### src/design/sac_pkg.sv
`default_nettype none

package sac_pkg;

  typedef logic [2:0] action_t;
  typedef logic [2:0] status_t;
  typedef logic [1:0] mode_t;

  localparam mode_t MODE_OFF   = 2'd0;
  localparam mode_t MODE_HOLD  = 2'd1;
  localparam mode_t MODE_OPEN  = 2'd2;
  localparam mode_t MODE_CLOSE = 2'd3;

  localparam status_t ST_STOPPED = 3'd0;
  localparam status_t ST_MOVING  = 3'd1;
  localparam status_t ST_TOP     = 3'd2;
  localparam status_t ST_BOTTOM  = 3'd3;
  localparam status_t ST_ERROR   = 3'd4;

  localparam action_t ACT_OFF   = 3'd0;
  localparam action_t ACT_HOLD  = 3'd1;
  localparam action_t ACT_OPEN  = 3'd2;
  localparam action_t ACT_CLOSE = 3'd3;
  localparam action_t ACT_STEP  = 3'd4;
  localparam action_t ACT_POLL  = 3'd5;
  localparam action_t ACT_ZERO  = 3'd6;

  localparam logic [1:0] CFG_MSTEPS      = 2'd0;
  localparam logic [1:0] CFG_SPEED_LIMIT = 2'd1;
  localparam logic [1:0] CFG_SPEED_DIV   = 2'd2;
  localparam logic [1:0] CFG_ANGLE_SCALE = 2'd3;

  localparam logic [14:0] MSTEPS_RESET      = 15'd20800;
  localparam logic [15:0] SPEED_LIMIT_RESET = 16'd1000;
  localparam logic [15:0] SPEED_DIV_RESET   = 16'd600;
  localparam logic [30:0] ANGLE_SCALE_RESET = 31'd36000;

  localparam logic [19:0] TICK_BASE    = 20'd1000000;
  localparam logic [13:0] FREQ_LOW     = 14'd16;
  localparam logic [13:0] FREQ_HIGH    = 14'd10000;
  localparam logic [15:0] PERIOD_RESET = 16'd100;
  localparam logic [15:0] PERIOD_MAX   = 16'd62500;

endpackage

`default_nettype wire

### src/design/sac_cmd_if.sv
`default_nettype none

interface sac_cmd_if;
  logic              valid;
  logic              ready;
  sac_pkg::action_t  action;
  logic [15:0]       speed;
  logic              limit_top;
  logic              limit_bottom;

  modport source (output valid, action, speed, limit_top, limit_bottom, input ready);
  modport sink   (input valid, action, speed, limit_top, limit_bottom, output ready);
endinterface

`default_nettype wire

### src/design/sac_res_if.sv
`default_nettype none

interface sac_res_if;
  logic               valid;
  logic               ready;
  sac_pkg::status_t   status;
  logic               drive_enable;
  logic               direction_close;
  logic               stepping;
  logic [15:0]        step_period;
  logic signed [31:0] position_angle;

  modport source (output valid, status, drive_enable, direction_close, stepping,
                  step_period, position_angle, input ready);
  modport sink   (input valid, status, drive_enable, direction_close, stepping,
                  step_period, position_angle, output ready);
endinterface

`default_nettype wire

### src/design/sac_muldiv.sv
`default_nettype none

// Computes a * b / d: shift-and-add multiply, one bit of b per cycle, then
// restoring division, one quotient bit per cycle.
module sac_muldiv #(
  parameter int unsigned WA = 20,
  parameter int unsigned WB = 15,
  parameter int unsigned WD = 16
) (
  input  wire logic                 clk_i,
  input  wire logic                 rst_ni,
  input  wire logic                 start_i,
  input  wire logic [WA-1:0]        a_i,
  input  wire logic [WB-1:0]        b_i,
  input  wire logic [WD-1:0]        d_i,
  output logic                      busy_o,
  output logic [WA+WB-1:0]          quot_o
);

  localparam int unsigned N  = WA + WB;
  localparam int unsigned CW = (N > 1) ? $clog2(N) : 1;

  logic          busy_q, busy_d;
  logic          phase_q, phase_d;
  logic [CW-1:0] cnt_q, cnt_d;
  logic [N-1:0]  prod_q, prod_d;
  logic [WA-1:0] a_q, a_d;
  logic [WB-1:0] b_q, b_d;
  logic [WD-1:0] d_q, d_d;
  logic [WD:0]   rem_q, rem_d;
  logic [WD:0]   rem_sh;
  logic          ge;

  assign rem_sh = {rem_q[WD-1:0], prod_q[N-1]};
  assign ge     = (rem_sh >= {1'b0, d_q});

  always_comb begin
    busy_d  = busy_q;
    phase_d = phase_q;
    cnt_d   = cnt_q;
    prod_d  = prod_q;
    a_d     = a_q;
    b_d     = b_q;
    d_d     = d_q;
    rem_d   = rem_q;
    if (start_i) begin
      busy_d  = 1'b1;
      phase_d = 1'b0;
      cnt_d   = CW'(WB - 1);
      prod_d  = '0;
      a_d     = a_i;
      b_d     = b_i;
      d_d     = d_i;
      rem_d   = '0;
    end else if (busy_q) begin
      if (!phase_q) begin
        prod_d = {prod_q[N-2:0], 1'b0} + (b_q[WB-1] ? {{WB{1'b0}}, a_q} : '0);
        b_d    = {b_q[WB-2:0], 1'b0};
        if (cnt_q == '0) begin
          phase_d = 1'b1;
          cnt_d   = CW'(N - 1);
        end else begin
          cnt_d = cnt_q - CW'(1);
        end
      end else begin
        rem_d  = ge ? (rem_sh - {1'b0, d_q}) : rem_sh;
        prod_d = {prod_q[N-2:0], ge};
        if (cnt_q == '0) begin
          busy_d = 1'b0;
        end else begin
          cnt_d = cnt_q - CW'(1);
        end
      end
    end
  end

  always_ff @(posedge clk_i or negedge rst_ni) begin
    if (!rst_ni) begin
      busy_q  <= 1'b0;
      phase_q <= 1'b0;
      cnt_q   <= '0;
    end else begin
      busy_q  <= busy_d;
      phase_q <= phase_d;
      cnt_q   <= cnt_d;
    end
  end

  always_ff @(posedge clk_i) begin
    prod_q <= prod_d;
    a_q    <= a_d;
    b_q    <= b_d;
    d_q    <= d_d;
    rem_q  <= rem_d;
  end

  assign busy_o = busy_q;
  assign quot_o = prod_q;

endmodule

`default_nettype wire

### src/design/stepper_axis_controller.sv
`default_nettype none

// Channel   Dir  Payload
// cmd       in   action, speed, limit_top, limit_bottom
// res       out  status, drive_enable, direction_close, stepping, step_period,
//                position_angle
// cfg       in   cfg_we_i, cfg_idx_i, cfg_data_i (write only)
//
// One request is in flight at a time. The angle unit works through 16
// multiply bits and then 47 quotient bits for every request.
// An open or close request with a new nonzero speed runs two passes of the
// speed unit in series, a frequency pass and then a period pass; with a zero
// divisor only the period pass runs.
// Reset restores the register defaults and puts the axis in off mode.
// A result waiting on res does not block the next request from being accepted.
module stepper_axis_controller (
  input  wire logic        clk_i,
  input  wire logic        rst_ni,
  input  wire logic        cfg_we_i,
  input  wire logic [1:0]  cfg_idx_i,
  input  wire logic [30:0] cfg_data_i,
  sac_cmd_if.sink          cmd,
  sac_res_if.source        res
);

  localparam logic [1:0] S_IDLE = 2'd0;
  localparam logic [1:0] S_FRQ  = 2'd1;
  localparam logic [1:0] S_PER  = 2'd2;
  localparam logic [1:0] S_FIN  = 2'd3;

  logic [1:0]  state_q, state_d;

  logic [14:0] msteps_q;
  logic [15:0] spd_lim_q;
  logic [15:0] div_q;
  logic [30:0] scale_q;

  sac_pkg::mode_t   mode_q, mode_d, mode_t0, nxt;
  logic [15:0]      pos_q, pos_d;
  logic [15:0]      prev_q, prev_d;
  logic [15:0]      period_q, period_d;
  logic             dir_q, dir_d;
  sac_pkg::status_t sts_q, sts_d;
  logic             neg_q;

  logic             accept;
  logic             do_tr;
  logic             launch_spd;
  logic [15:0]      spd_c;

  logic             su_start, su_per, su_busy;
  logic [13:0]      su_freq, freq_c;
  logic [19:0]      su_a;
  logic [14:0]      su_b;
  logic [15:0]      su_d;
  logic [34:0]      su_quot;

  logic             ang_busy;
  logic [15:0]      pos_mag;
  logic [46:0]      ang_quot;
  logic [31:0]      ang_val;

  logic             res_valid_q, res_valid_d;
  logic             res_load;
  sac_pkg::status_t res_sts_q;
  logic             res_en_q, res_dir_q, res_stp_q;
  logic [15:0]      res_per_q;
  logic [31:0]      res_ang_q;

  assign accept    = cmd.valid && cmd.ready;
  assign cmd.ready = (state_q == S_IDLE);

  always_comb begin
    mode_d     = mode_q;
    mode_t0    = mode_q;
    nxt        = mode_q;
    pos_d      = pos_q;
    prev_d     = prev_q;
    dir_d      = dir_q;
    sts_d      = sac_pkg::ST_STOPPED;
    do_tr      = 1'b0;
    launch_spd = 1'b0;
    case (cmd.action)
      sac_pkg::ACT_OFF, sac_pkg::ACT_HOLD: begin
        nxt   = cmd.action[1:0];
        do_tr = 1'b1;
      end
      sac_pkg::ACT_OPEN, sac_pkg::ACT_CLOSE: begin
        nxt   = cmd.action[1:0];
        do_tr = 1'b1;
        if (cmd.speed != prev_q) begin
          prev_d = cmd.speed;
          if (cmd.speed == '0) begin
            mode_t0 = sac_pkg::MODE_HOLD;
          end else begin
            launch_spd = 1'b1;
          end
        end
      end
      sac_pkg::ACT_STEP: begin
        if (mode_q == sac_pkg::MODE_CLOSE) begin
          pos_d = pos_q + 16'd1;
        end else if (mode_q == sac_pkg::MODE_OPEN) begin
          pos_d = pos_q - 16'd1;
        end
      end
      sac_pkg::ACT_POLL: begin
        do_tr = 1'b1;
      end
      sac_pkg::ACT_ZERO: begin
        pos_d = '0;
      end
      default: begin
        sts_d = sac_pkg::ST_ERROR;
      end
    endcase
    mode_d = mode_t0;
    if (do_tr) begin
      case (nxt)
        sac_pkg::MODE_OFF: begin
          mode_d = sac_pkg::MODE_OFF;
          sts_d  = sac_pkg::ST_STOPPED;
        end
        sac_pkg::MODE_HOLD: begin
          mode_d = sac_pkg::MODE_HOLD;
          sts_d  = sac_pkg::ST_STOPPED;
        end
        sac_pkg::MODE_OPEN: begin
          if (mode_t0 == sac_pkg::MODE_CLOSE) begin
            mode_d = sac_pkg::MODE_HOLD;
            sts_d  = sac_pkg::ST_ERROR;
          end else if (cmd.limit_top) begin
            if (mode_t0 != sac_pkg::MODE_HOLD) begin
              mode_d = sac_pkg::MODE_HOLD;
              pos_d  = '0;
            end
            sts_d = sac_pkg::ST_TOP;
          end else begin
            mode_d = sac_pkg::MODE_OPEN;
            dir_d  = 1'b0;
            sts_d  = sac_pkg::ST_MOVING;
          end
        end
        default: begin
          if (mode_t0 == sac_pkg::MODE_OPEN) begin
            mode_d = sac_pkg::MODE_HOLD;
            sts_d  = sac_pkg::ST_ERROR;
          end else if (cmd.limit_bottom) begin
            mode_d = sac_pkg::MODE_HOLD;
            sts_d  = sac_pkg::ST_BOTTOM;
          end else begin
            mode_d = sac_pkg::MODE_CLOSE;
            dir_d  = 1'b1;
            sts_d  = sac_pkg::ST_MOVING;
          end
        end
      endcase
    end
  end

  assign spd_c = (cmd.speed > spd_lim_q) ? spd_lim_q : cmd.speed;

  always_comb begin
    if (su_quot < {21'd0, sac_pkg::FREQ_LOW}) begin
      freq_c = sac_pkg::FREQ_LOW;
    end else if (su_quot > {21'd0, sac_pkg::FREQ_HIGH}) begin
      freq_c = sac_pkg::FREQ_HIGH;
    end else begin
      freq_c = su_quot[13:0];
    end
  end

  always_comb begin
    su_start = 1'b0;
    su_per   = 1'b0;
    su_freq  = sac_pkg::FREQ_HIGH;
    if (accept && launch_spd) begin
      su_start = 1'b1;
      su_per   = (div_q == '0);
    end
    if (state_q == S_FRQ && !su_busy) begin
      su_start = 1'b1;
      su_per   = 1'b1;
      su_freq  = freq_c;
    end
  end

  assign su_a = su_per ? sac_pkg::TICK_BASE : {4'd0, spd_c};
  assign su_b = su_per ? 15'd1 : msteps_q;
  assign su_d = su_per ? {2'd0, su_freq} : div_q;

  sac_muldiv #(
    .WA(20),
    .WB(15),
    .WD(16)
  ) u_speed (
    .clk_i  (clk_i),
    .rst_ni (rst_ni),
    .start_i(su_start),
    .a_i    (su_a),
    .b_i    (su_b),
    .d_i    (su_d),
    .busy_o (su_busy),
    .quot_o (su_quot)
  );

  assign pos_mag = pos_d[15] ? (16'd0 - pos_d) : pos_d;

  sac_muldiv #(
    .WA(31),
    .WB(16),
    .WD(15)
  ) u_angle (
    .clk_i  (clk_i),
    .rst_ni (rst_ni),
    .start_i(accept),
    .a_i    (scale_q),
    .b_i    (pos_mag),
    .d_i    (msteps_q),
    .busy_o (ang_busy),
    .quot_o (ang_quot)
  );

  always_comb begin
    if (msteps_q == '0) begin
      ang_val = '0;
    end else if (!neg_q) begin
      ang_val = (ang_quot > 47'h0_7FFF_FFFF) ? 32'h7FFF_FFFF : ang_quot[31:0];
    end else begin
      ang_val = (ang_quot > 47'h0_8000_0000) ? 32'h8000_0000 : (32'd0 - ang_quot[31:0]);
    end
  end

  assign res_load = (state_q == S_FIN) && !ang_busy && (!res_valid_q || res.ready);

  always_comb begin
    state_d     = state_q;
    period_d    = period_q;
    res_valid_d = res_valid_q;
    if (res.ready) begin
      res_valid_d = 1'b0;
    end
    case (state_q)
      S_IDLE: begin
        if (accept) begin
          if (!launch_spd) begin
            state_d = S_FIN;
          end else if (div_q == '0) begin
            state_d = S_PER;
          end else begin
            state_d = S_FRQ;
          end
        end
      end
      S_FRQ: begin
        if (!su_busy) begin
          state_d = S_PER;
        end
      end
      S_PER: begin
        if (!su_busy) begin
          period_d = su_quot[15:0];
          state_d  = S_FIN;
        end
      end
      default: begin
        if (res_load) begin
          res_valid_d = 1'b1;
          state_d     = S_IDLE;
        end
      end
    endcase
  end

  always_ff @(posedge clk_i or negedge rst_ni) begin
    if (!rst_ni) begin
      state_q     <= S_IDLE;
      res_valid_q <= 1'b0;
      msteps_q    <= sac_pkg::MSTEPS_RESET;
      spd_lim_q   <= sac_pkg::SPEED_LIMIT_RESET;
      div_q       <= sac_pkg::SPEED_DIV_RESET;
      scale_q     <= sac_pkg::ANGLE_SCALE_RESET;
      mode_q      <= sac_pkg::MODE_OFF;
      pos_q       <= '0;
      prev_q      <= '0;
      period_q    <= sac_pkg::PERIOD_RESET;
      dir_q       <= 1'b0;
    end else begin
      state_q     <= state_d;
      res_valid_q <= res_valid_d;
      period_q    <= period_d;
      if (cfg_we_i) begin
        case (cfg_idx_i)
          sac_pkg::CFG_MSTEPS:      msteps_q  <= cfg_data_i[14:0];
          sac_pkg::CFG_SPEED_LIMIT: spd_lim_q <= cfg_data_i[15:0];
          sac_pkg::CFG_SPEED_DIV:   div_q     <= cfg_data_i[15:0];
          default:                  scale_q   <= cfg_data_i;
        endcase
      end
      if (accept) begin
        mode_q <= mode_d;
        pos_q  <= pos_d;
        prev_q <= prev_d;
        dir_q  <= dir_d;
      end
    end
  end

  always_ff @(posedge clk_i) begin
    if (accept) begin
      sts_q <= sts_d;
      neg_q <= pos_d[15];
    end
    if (res_load) begin
      res_sts_q <= sts_q;
      res_en_q  <= (mode_q != sac_pkg::MODE_OFF);
      res_dir_q <= dir_q;
      res_stp_q <= (mode_q == sac_pkg::MODE_OPEN) || (mode_q == sac_pkg::MODE_CLOSE);
      res_per_q <= period_q;
      res_ang_q <= ang_val;
    end
  end

  assign res.valid           = res_valid_q;
  assign res.status          = res_sts_q;
  assign res.drive_enable    = res_en_q;
  assign res.direction_close = res_dir_q;
  assign res.stepping        = res_stp_q;
  assign res.step_period     = res_per_q;
  assign res.position_angle  = res_ang_q;

  a_busy_after_request: assert property (@(posedge clk_i) disable iff (!rst_ni)
    accept |=> !cmd.ready)
    else $error("request accepted while a previous one is in flight");

  a_angle_done_first: assert property (@(posedge clk_i) disable iff (!rst_ni)
    $rose(res_valid_q) |-> $past(!ang_busy))
    else $error("result presented before the angle unit finished");

  a_period_range: assert property (@(posedge clk_i) disable iff (!rst_ni)
    (period_q >= sac_pkg::PERIOD_RESET) && (period_q <= sac_pkg::PERIOD_MAX))
    else $error("step period outside its range");

  a_speed_unit_idle: assert property (@(posedge clk_i) disable iff (!rst_ni)
    (state_q == S_IDLE) |-> !su_busy)
    else $error("speed unit busy with no request in flight");

endmodule

`default_nettype wire
### src/flat_wrapper.sv
// flat-port wrapper written by rule: the top's interface ports become plain ports
module stepper_axis_controller_flat 
  (clk_i, rst_ni, cfg_we_i, cfg_idx_i, cfg_data_i, cmd_valid, cmd_action, cmd_speed, cmd_limit_top, cmd_limit_bottom, cmd_ready, res_valid, res_status, res_drive_enable, res_direction_close, res_stepping, res_step_period, res_position_angle, res_ready);
  sac_cmd_if cmd_i ();
  sac_res_if res_i ();
  input  wire logic clk_i;
  input  wire logic rst_ni;
  input  wire logic cfg_we_i;
  input  wire logic [1:0] cfg_idx_i;
  input  wire logic [30:0] cfg_data_i;
  input wire logic [$bits(cmd_i.valid)-1:0] cmd_valid;
  input wire logic [$bits(cmd_i.action)-1:0] cmd_action;
  input wire logic [$bits(cmd_i.speed)-1:0] cmd_speed;
  input wire logic [$bits(cmd_i.limit_top)-1:0] cmd_limit_top;
  input wire logic [$bits(cmd_i.limit_bottom)-1:0] cmd_limit_bottom;
  output wire logic [$bits(cmd_i.ready)-1:0] cmd_ready;
  output wire logic [$bits(res_i.valid)-1:0] res_valid;
  output wire logic [$bits(res_i.status)-1:0] res_status;
  output wire logic [$bits(res_i.drive_enable)-1:0] res_drive_enable;
  output wire logic [$bits(res_i.direction_close)-1:0] res_direction_close;
  output wire logic [$bits(res_i.stepping)-1:0] res_stepping;
  output wire logic [$bits(res_i.step_period)-1:0] res_step_period;
  output wire logic [$bits(res_i.position_angle)-1:0] res_position_angle;
  input wire logic [$bits(res_i.ready)-1:0] res_ready;
  assign cmd_i.valid = cmd_valid;
  assign cmd_i.action = cmd_action;
  assign cmd_i.speed = cmd_speed;
  assign cmd_i.limit_top = cmd_limit_top;
  assign cmd_i.limit_bottom = cmd_limit_bottom;
  assign cmd_ready = cmd_i.ready;
  assign res_valid = res_i.valid;
  assign res_status = res_i.status;
  assign res_drive_enable = res_i.drive_enable;
  assign res_direction_close = res_i.direction_close;
  assign res_stepping = res_i.stepping;
  assign res_step_period = res_i.step_period;
  assign res_position_angle = res_i.position_angle;
  assign res_i.ready = res_ready;
  stepper_axis_controller u_core (.clk_i(clk_i), .rst_ni(rst_ni), .cfg_we_i(cfg_we_i), .cfg_idx_i(cfg_idx_i), .cfg_data_i(cfg_data_i), .cmd(cmd_i), .res(res_i));
endmodule
### config.mk
export PLATFORM = sky130hd
export DESIGN_NAME = stepper_axis_controller_flat
export DESIGN_NICKNAME = d
export VERILOG_FILES = /design/src/design/sac_pkg.sv /design/src/design/sac_cmd_if.sv /design/src/design/sac_res_if.sv /design/src/design/sac_muldiv.sv /design/src/design/stepper_axis_controller.sv /design/src/flat_wrapper.sv
export SDC_FILE = /design/constraint.sdc
export NUM_CORES = 1
export LEC_CHECK = 0
export BUFFER_PORTS_ARGS = -buffer_cell sky130_fd_sc_hd__buf_2
export CORE_MARGIN = 2
export CORE_UTILIZATION = 35
export CTS_CLUSTER_SIZE = 25
export DETAILED_ROUTE_END_ITERATION = 8
export GPL_TIMING_DRIVEN = 0
export PLACE_DENSITY = 0.57
export SLEW_MARGIN = 15
export SYNTH_ARGS = -nofsm -noshare
export SYNTH_HDL_FRONTEND = slang
export SYNTH_SLANG_ARGS = --single-unit
### constraint.sdc
create_clock -name clk_i -period 16.4 [get_ports clk_i]
set_clock_uncertainty 0.2 [all_clocks]
set_input_delay 4.92 -clock clk_i [delete_from_list [all_inputs] [get_ports clk_i]]
set_output_delay 4.92 -clock clk_i [all_outputs]
set_load 0.01 [all_outputs]
Word level (Yosys, flattened, before mapping)
Index checks and enable logic that the tools add are counted.
Widths: inputs -> output; s select.
- magnitude comparators: 7
- reduce and logical (&&, ||, !) cells: 44
- $add $sub $neg: 10
- mux-type cells: 98
- bitwise gates (word level): 3
- eq/ne operators: 30
- operator list (kind ; count):
    $mux 16 ; 13
    $mux 32 ; 3
    $mux 15 ; 5
    $mux 6 ; 10
    $mux 14 ; 4
    $add 47x31->47 ; 1
    $gt 47x31->1 const B ; 1
    $gt 47x32->1 const B ; 1
    $mux 47 ; 1
    $mux 20 ; 2
    $mux 2 ; 18
    $add 35x20->35 ; 1
    $gt 35x14->1 const B ; 1
    $lt 35x5->1 const B ; 1
    $mux 35 ; 1
    $logic_not 16->1 ; 2
    $pmux 16 s2 ; 1
    $sub 1x32->32 const A ; 1
    $mux 1 ; 31
    $mux 31 ; 1
    $reduce_and 2->1 ; 11
    $ge 17x16->1 ; 1
    $add 16x1->16 const B ; 1
    $eq 2x2->1 const B ; 8
    37 further kinds ; 72
- register bits: 432
- output and inout port bits: 56
- logic and storage cells: 229
- bits of input ports: 59

Logic depth before layout (Yosys ltp)
- depth after elaboration: 13
- gate-level depth with buffers: 15
- mapped depth without buffers: 14

Hierarchy
From an unflattened synthesis, not the netlist that was laid out.
- cells, all modules: 2544
- area, all modules: 25215.4 µm²
- by module, submodules not included (module ; seq. area each (µm²) ; cells an instance ; area an instance (µm²) ; instances):
    stepper_axis_controller ; 5072.4 ; 1020 ; 10810.4 ; 1
    sac_muldiv at u_core.u_angle ; 3303.2 ; 847 ; 7855.0 ; 1
    sac_muldiv at u_core.u_speed ; 2752.6 ; 677 ; 6550.0 ; 1

Worst setup path before layout
No wires, ideal clock.
- path kind: input to register
- from: in res_ready
- to: reg u_core.state_q[1]
- stages on the path: 6
- arrival time: 9.450 ns
- path buffers: 0
- slack: 6.623 ns
- path through: nor2b_1 -> nor3b_1 -> nor2_1 -> o21ai_0 -> and2_1 -> o21ai_0
- word-level cells in the longest chain between the ends: 4
- ends and longest elaborated chain (what ; line ; source):
    start, declared ; flat_wrapper.sv:24 ; input wire logic [$bits(res_i.ready)-1:0] res_ready;
    $logic_or 1x1->1 ; stepper_axis_controller.sv:234 ; assign res_load = (state_q == S_FIN) && !ang_busy && (!res_valid_q || res.ready);
    $logic_and 1x1->1 ; stepper_axis_controller.sv:234 ;
    via u_core.res_load ; stepper_axis_controller.sv:64 ; logic res_load;
    $reduce_bool 4->1 (no source line) ; - ;
    $reduce_and 4->1 (no source line) ; - ;
    end signal, assigned ; stepper_axis_controller.sv:289 ; state_q <= state_d;
    end, declared ; stepper_axis_controller.sv:31 ; logic [1:0] state_q, state_d;
The timed path passes the listed nets, and every way through them passes these cells.
A chain may end at the register's enable or synchronous reset.

Final worst setup path
- from: in cmd_speed[11]
- to: reg u_core.u_angle.b_q[10] (data pin)
- word-level cells in the longest chain between the ends: 13
- elaborated cells between the ends (all ways): 15
- classes of those cells: add/sub (1); eq/ne (3); mux (10); reduce/logical (1)
- ends and longest elaborated chain (what ; line ; source):
    start, declared ; flat_wrapper.sv:13 ; input wire logic [$bits(cmd_i.speed)-1:0] cmd_speed;
    $logic_not 16->1 ; stepper_axis_controller.sv:93 ; if (cmd.speed == '0) begin
    $mux 2 ; stepper_axis_controller.sv:93 ;
    $mux 2 * ; stepper_axis_controller.sv:91 ; if (cmd.speed != prev_q) begin
    $mux 2 * ; stepper_axis_controller.sv:83 ; case (cmd.action)
    $ne 2x1->1 ; stepper_axis_controller.sv:133 ; if (mode_t0 != sac_pkg::MODE_HOLD) begin
    $mux 16 ; stepper_axis_controller.sv:133 ;
    $mux 16 ; stepper_axis_controller.sv:132 ; end else if (cmd.limit_top) begin
    $mux 16 * ; stepper_axis_controller.sv:129 ; if (mode_t0 == sac_pkg::MODE_CLOSE) begin
    $mux 16 * ; stepper_axis_controller.sv:119 ; case (nxt)
    $mux 16 * ; stepper_axis_controller.sv:118 ; if (do_tr) begin
    $sub 1x16->16 ; stepper_axis_controller.sv:207 ; assign pos_mag = pos_d[15] ? (16'd0 - pos_d) : pos_d;
    $mux 16 * ; stepper_axis_controller.sv:207 ;
    $mux 16 * ; sac_muldiv.sv:46 ; if (start_i) begin
    via u_core.u_angle.b_d[10] ; sac_muldiv.sv:28 ; logic [WB-1:0] b_q, b_d;
    end signal, assigned ; sac_muldiv.sv:92 ; b_q <= b_d;
    end, declared ; sac_muldiv.sv:28 ;
The timed path passes the listed nets; every way through them passes the cells marked *.

==> metrics.md <==
| Metric | Value |
|---|---|
| Status | finished clean |
| # DRC | 0 |
| First-pass GRT wire length | 116000 um |
| Worst rel slew slack | 41.0% |
| Syn_area_per_cell | 9.71 um2 |
| Leakage | 11.3 nW |
| Total wire length | 73900 um |
| Max_cap viols | 0 |
| WP data arrival | 8310 ps |
| Resized Gates After CTS | 0 |
| Worst VDD drop | 0.0708 mV |
| Routed Antenna Nets | 0 |
| Synth Instances | 2520 |
| Placeable core region | 68900 um2 |
| Crit path from | cmd_speed[11] |
| Reg clk slew, reported paths | 70 ps |
| Pins over their slew limit | 0 |
| Fin worst setup slack | 8270 ps |
| Area grow syn2layout | 14.8% |
| # fillers | 6835 |
| Seq/Total Area, Yosys | 45.1% |
| Critical Path RT | 16580 ps |
| CTS root buffer | clkbuf_16 |
| Avg WL per Cell | 20.2 um |
| Crit path kind | in -> reg |
| Final net count | 2869 |
| I/O pin count | 115 |
| Setup TNS | 0 ps |
| H-tree levels | 2 |
| Critical Path Start Type | primary input |
| Std-Cell Rows | 96 |
| Slowest stage delay, CP | 620 ps |
| Setup WS pre-CTS | 7670 ps |
| Final min period | 8130 ps |
| First-iteration detailed-routing DRC count | 1387 |
| Buffers and inverters on the worst path | 2 |
| Synthesized area | 24500 um2 |
| Routability Congestion | 0.912 |
| CP cell instances | buf_2 -> xnor2_1 -> nand4_1 -> o41a_2 -> a2111o_1 -> and2_1 -> clkbuf_1 -> nand2_1 -> ha_1 -> and3_1 -> nand4_1 -> and2_1 -> o31ai_1 -> xor2_1 -> o21ai_1 |
| Global route overflow | 0 |
| Die ar. | 72100 um2 |
| CP max stage cell | o41a_2 |
| Bufs on Longest Clock Path | 3 |
| Final Hold Viols | 0 |
| Critical path's top delay family | compound AO/OA/AOI/OAI gates |
| R2r startpoint | u_core.state_q[1]$_DFFE_PN0P_ |
| Commonest non-fill, non-tap cell in the layout | nand2_1 |
| Hold buffers post-CTS | 0 |
| Number of flops mapped to enable cells by yosys | 168 |
| IO Port Bufs | 114 |
| CTS tree | yes |
| Most frequent cells in the layout | 219 x nand2_1, 212 x a21oi_1, 194 x o21ai_0 |
| Hold Path Class | reg -> reg |
| Setup Viol. Count Final | 0 |
| Die Wd | 268 um |
| DRT Pass-1 Iters | 5 |
| Vias per cell | 5.57 |
| R2R cell count | 14 |
| WP depth | 15 |
| Post-synth ARST share | 34.5% |
| Total track usage | 20.5% |
| Max Fclk | 123 MHz |
| R2R setup slack | 11770 ps |
| Period utilization | 49.6% |
| Fraction of layout cells with a size suffix above 1 | 15.0% |
| Setup crit end kind | flop |
| Skew-Pair Late Insertion Delay | 630 ps |
| Vias in the first global route | 20186 |
| Die height | 268 um |
| Net Count, Synth | 2695 |
| Initial core utilization | 35.5% |
| HP Start | u_core.sts_q[2]$_DFFE_PP_ |
| Power per cell area | 89.4 nW/um2 |
| HPWL Detailed | 55000 um |
| Postcts setup bufs | 0 |
| Post-synth cell types | 106 |
| RR Endpoint | u_core.u_speed.a_q[7]$_SDFFCE_PP0N_ |
| Total power | 2.51 mW |
| Via count | 20413 |
| CTS Sinks | 429 |
| Initial antenna violation count | 11 |
| RSZ-0062 raised after global routing | false |
| Yosys warnings | 0 |
| Worst Hold End | u_core.res.status[2]$_DFFE_PP_ |
| Post-layout util | 40.8% |
| Largest net degree at the start of global routing | 86 |
| Worst-path maximum fanout | 7 |
| Hold path depth | 0 |
| Top FF cell, synth | edfxtp_1 |
| Min Hold Slack | 232 ps |
| Worst slew pin tran | 885 ps |
| Flop and latch count out of synthesis | 429 |
| Cts bufs inserted | 49 |
## through the flow
step / cell area (um2) / cells
2_1_floorplan: 24500 / 2520
3_3_place_gp: 26200 / 3565
3_5_place_dp: 26400 / 3574
4_1_cts: 28100 / 3666
5_1_grt: 28100 / 3666
6_report: 28100 / 3667
## cell type report
cell class,instances,area (um2),share of cell area [%]
Antenna cell,1,2.50,0.00891
Tap cell,931,1160,4.15
Timing Repair Buffer,123,701,2.49
Clock inverter,27,434,1.55
Inverter,99,372,1.32
Buffer,122,552,1.96
Sequential cell,429,11000,39.3
Multi-Input combinational cell,1870,12500,44.6
Clock buffer,65,1310,4.65
## per-layer routing
layer | routed length [um] | track usage (%) | up-vias
li1 | - | - | 9661
met1 | 32200 | 26.4 | 9987
met2 | 35400 | 35.1 | 610
met3 | 3840 | 2.81 | 149
met4 | 2460 | 7.21 | 6
met5 | 36 | 0 | -
## kinds of logic (layout without fill, tap and decap cells)
kind of cell             Yosys count  after routing  share of synthesized area [%]
XOR/XNOR                         121            121                           4.33
multiplexers                     128            128                           5.80
AND/OR/NAND/NOR                  780            780                           16.4
adder cells (fa/ha/maj)          116            116                           6.05
buffers and inverters            221            436                           3.76
flip-flops                       429            429                           45.1
AO/OA/AOI/OAI                    725            725                           18.6
other                              0              1                              0
## registers in the layout, summed over array words and instances (netlist names), 16 cells and up
name,count
u_core.u_speed.quot_o,35
u_core.u_angle.a_q,31
u_core.res.position_angle,32
u_core.prev_q,16
u_core.div_q,16
u_core.pos_q,16
u_core.u_angle.quot_o,47
u_core.u_speed.a_q,17
u_core.res.step_period,16
u_core.period_q,16
u_core.u_speed.rem_q,16
u_core.u_angle.b_q,16
u_core.spd_lim_q,16
u_core.u_speed.d_q,16
u_core.scale_q,31
## Yosys cell counts (8+ instances only)
master	instances	area share, %
a211oi_1	21	0.64
a21o_1	40	1.2
a21oi_1	212	4.3
a22o_1	31	1.1
a31oi_1	41	1.0
and2_1	68	1.7
and3_1	22	0.56
buf_1	15	0.23
clkbuf_1	89	1.4
dfrtp_1	126	13
dfstp_2	22	2.4
dfxtp_1	113	9.2
edfxtp_1	168	21
ha_1	112	5.7
inv_1	95	1.5
mux2_2	111	5.1
mux2i_1	17	0.70
nand2_1	219	3.4
nand2b_1	17	0.43
nand3_1	57	1.2
nand3b_1	15	0.46
nand4_1	36	0.92
nor2_1	152	2.3
nor2b_1	18	0.46
nor3_1	47	0.96
nor3b_1	15	0.46
nor4_1	30	0.77
o211ai_1	15	0.46
o21a_1	20	0.61
o21ai_0	196	4.0
o21ai_1	13	0.27
o31ai_1	30	0.92
or2_2	14	0.36
or3_1	19	0.49
or4_1	8	0.25
xnor2_1	72	2.6
xor2_1	49	1.8
## how the worst max path moves through the flow
| stage | endpoint | slack [ps] |
|---|---|---|
| 4_1_cts | u_core.u_angle.b_q[10]$_DFFE_PP_ | 8300 |
| 2_1_floorplan | u_core.state_q[1]$_DFFE_PN0P_ | 6620 |
| 3_5_place_dp | u_core.u_angle.b_q[10]$_DFFE_PP_ | 7670 |
| 6_report | u_core.u_angle.b_q[10]$_DFFE_PP_ | 8270 |
| 3_3_place_gp | u_core.res.position_angle[25]$_SDFFCE_PN0P_ | 3660 |
| 5_1_grt | u_core.u_angle.b_q[10]$_DFFE_PP_ | 8040 |
## power breakdown
part | internal, mW | total (mW) | leakage [nW] | switching, mW
clock network | 0.710 | 1.18 | 0.829 | 0.473
registers | 1.16 | 1.19 | 4.20 | 0.0307
logic | 0.0644 | 0.135 | 6.29 | 0.0710
total | 1.94 | 2.51 | 11.3 | 0.575
## worst reg2reg max path: cells and delay by family, from the launching register on
| kind | cells | cell delay, ps |
|---|---|---|
| AO/OA/AOI/OAI | 1 | 150 |
| adder cells (fa/ha/maj) | 1 | 340 |
| buffers and inverters | 7 | 1930 |
| flip-flops | 1 | 420 |
| AND/OR/NAND/NOR | 5 | 1300 |
Note: power is estimated with default switching activity, not from simulation.
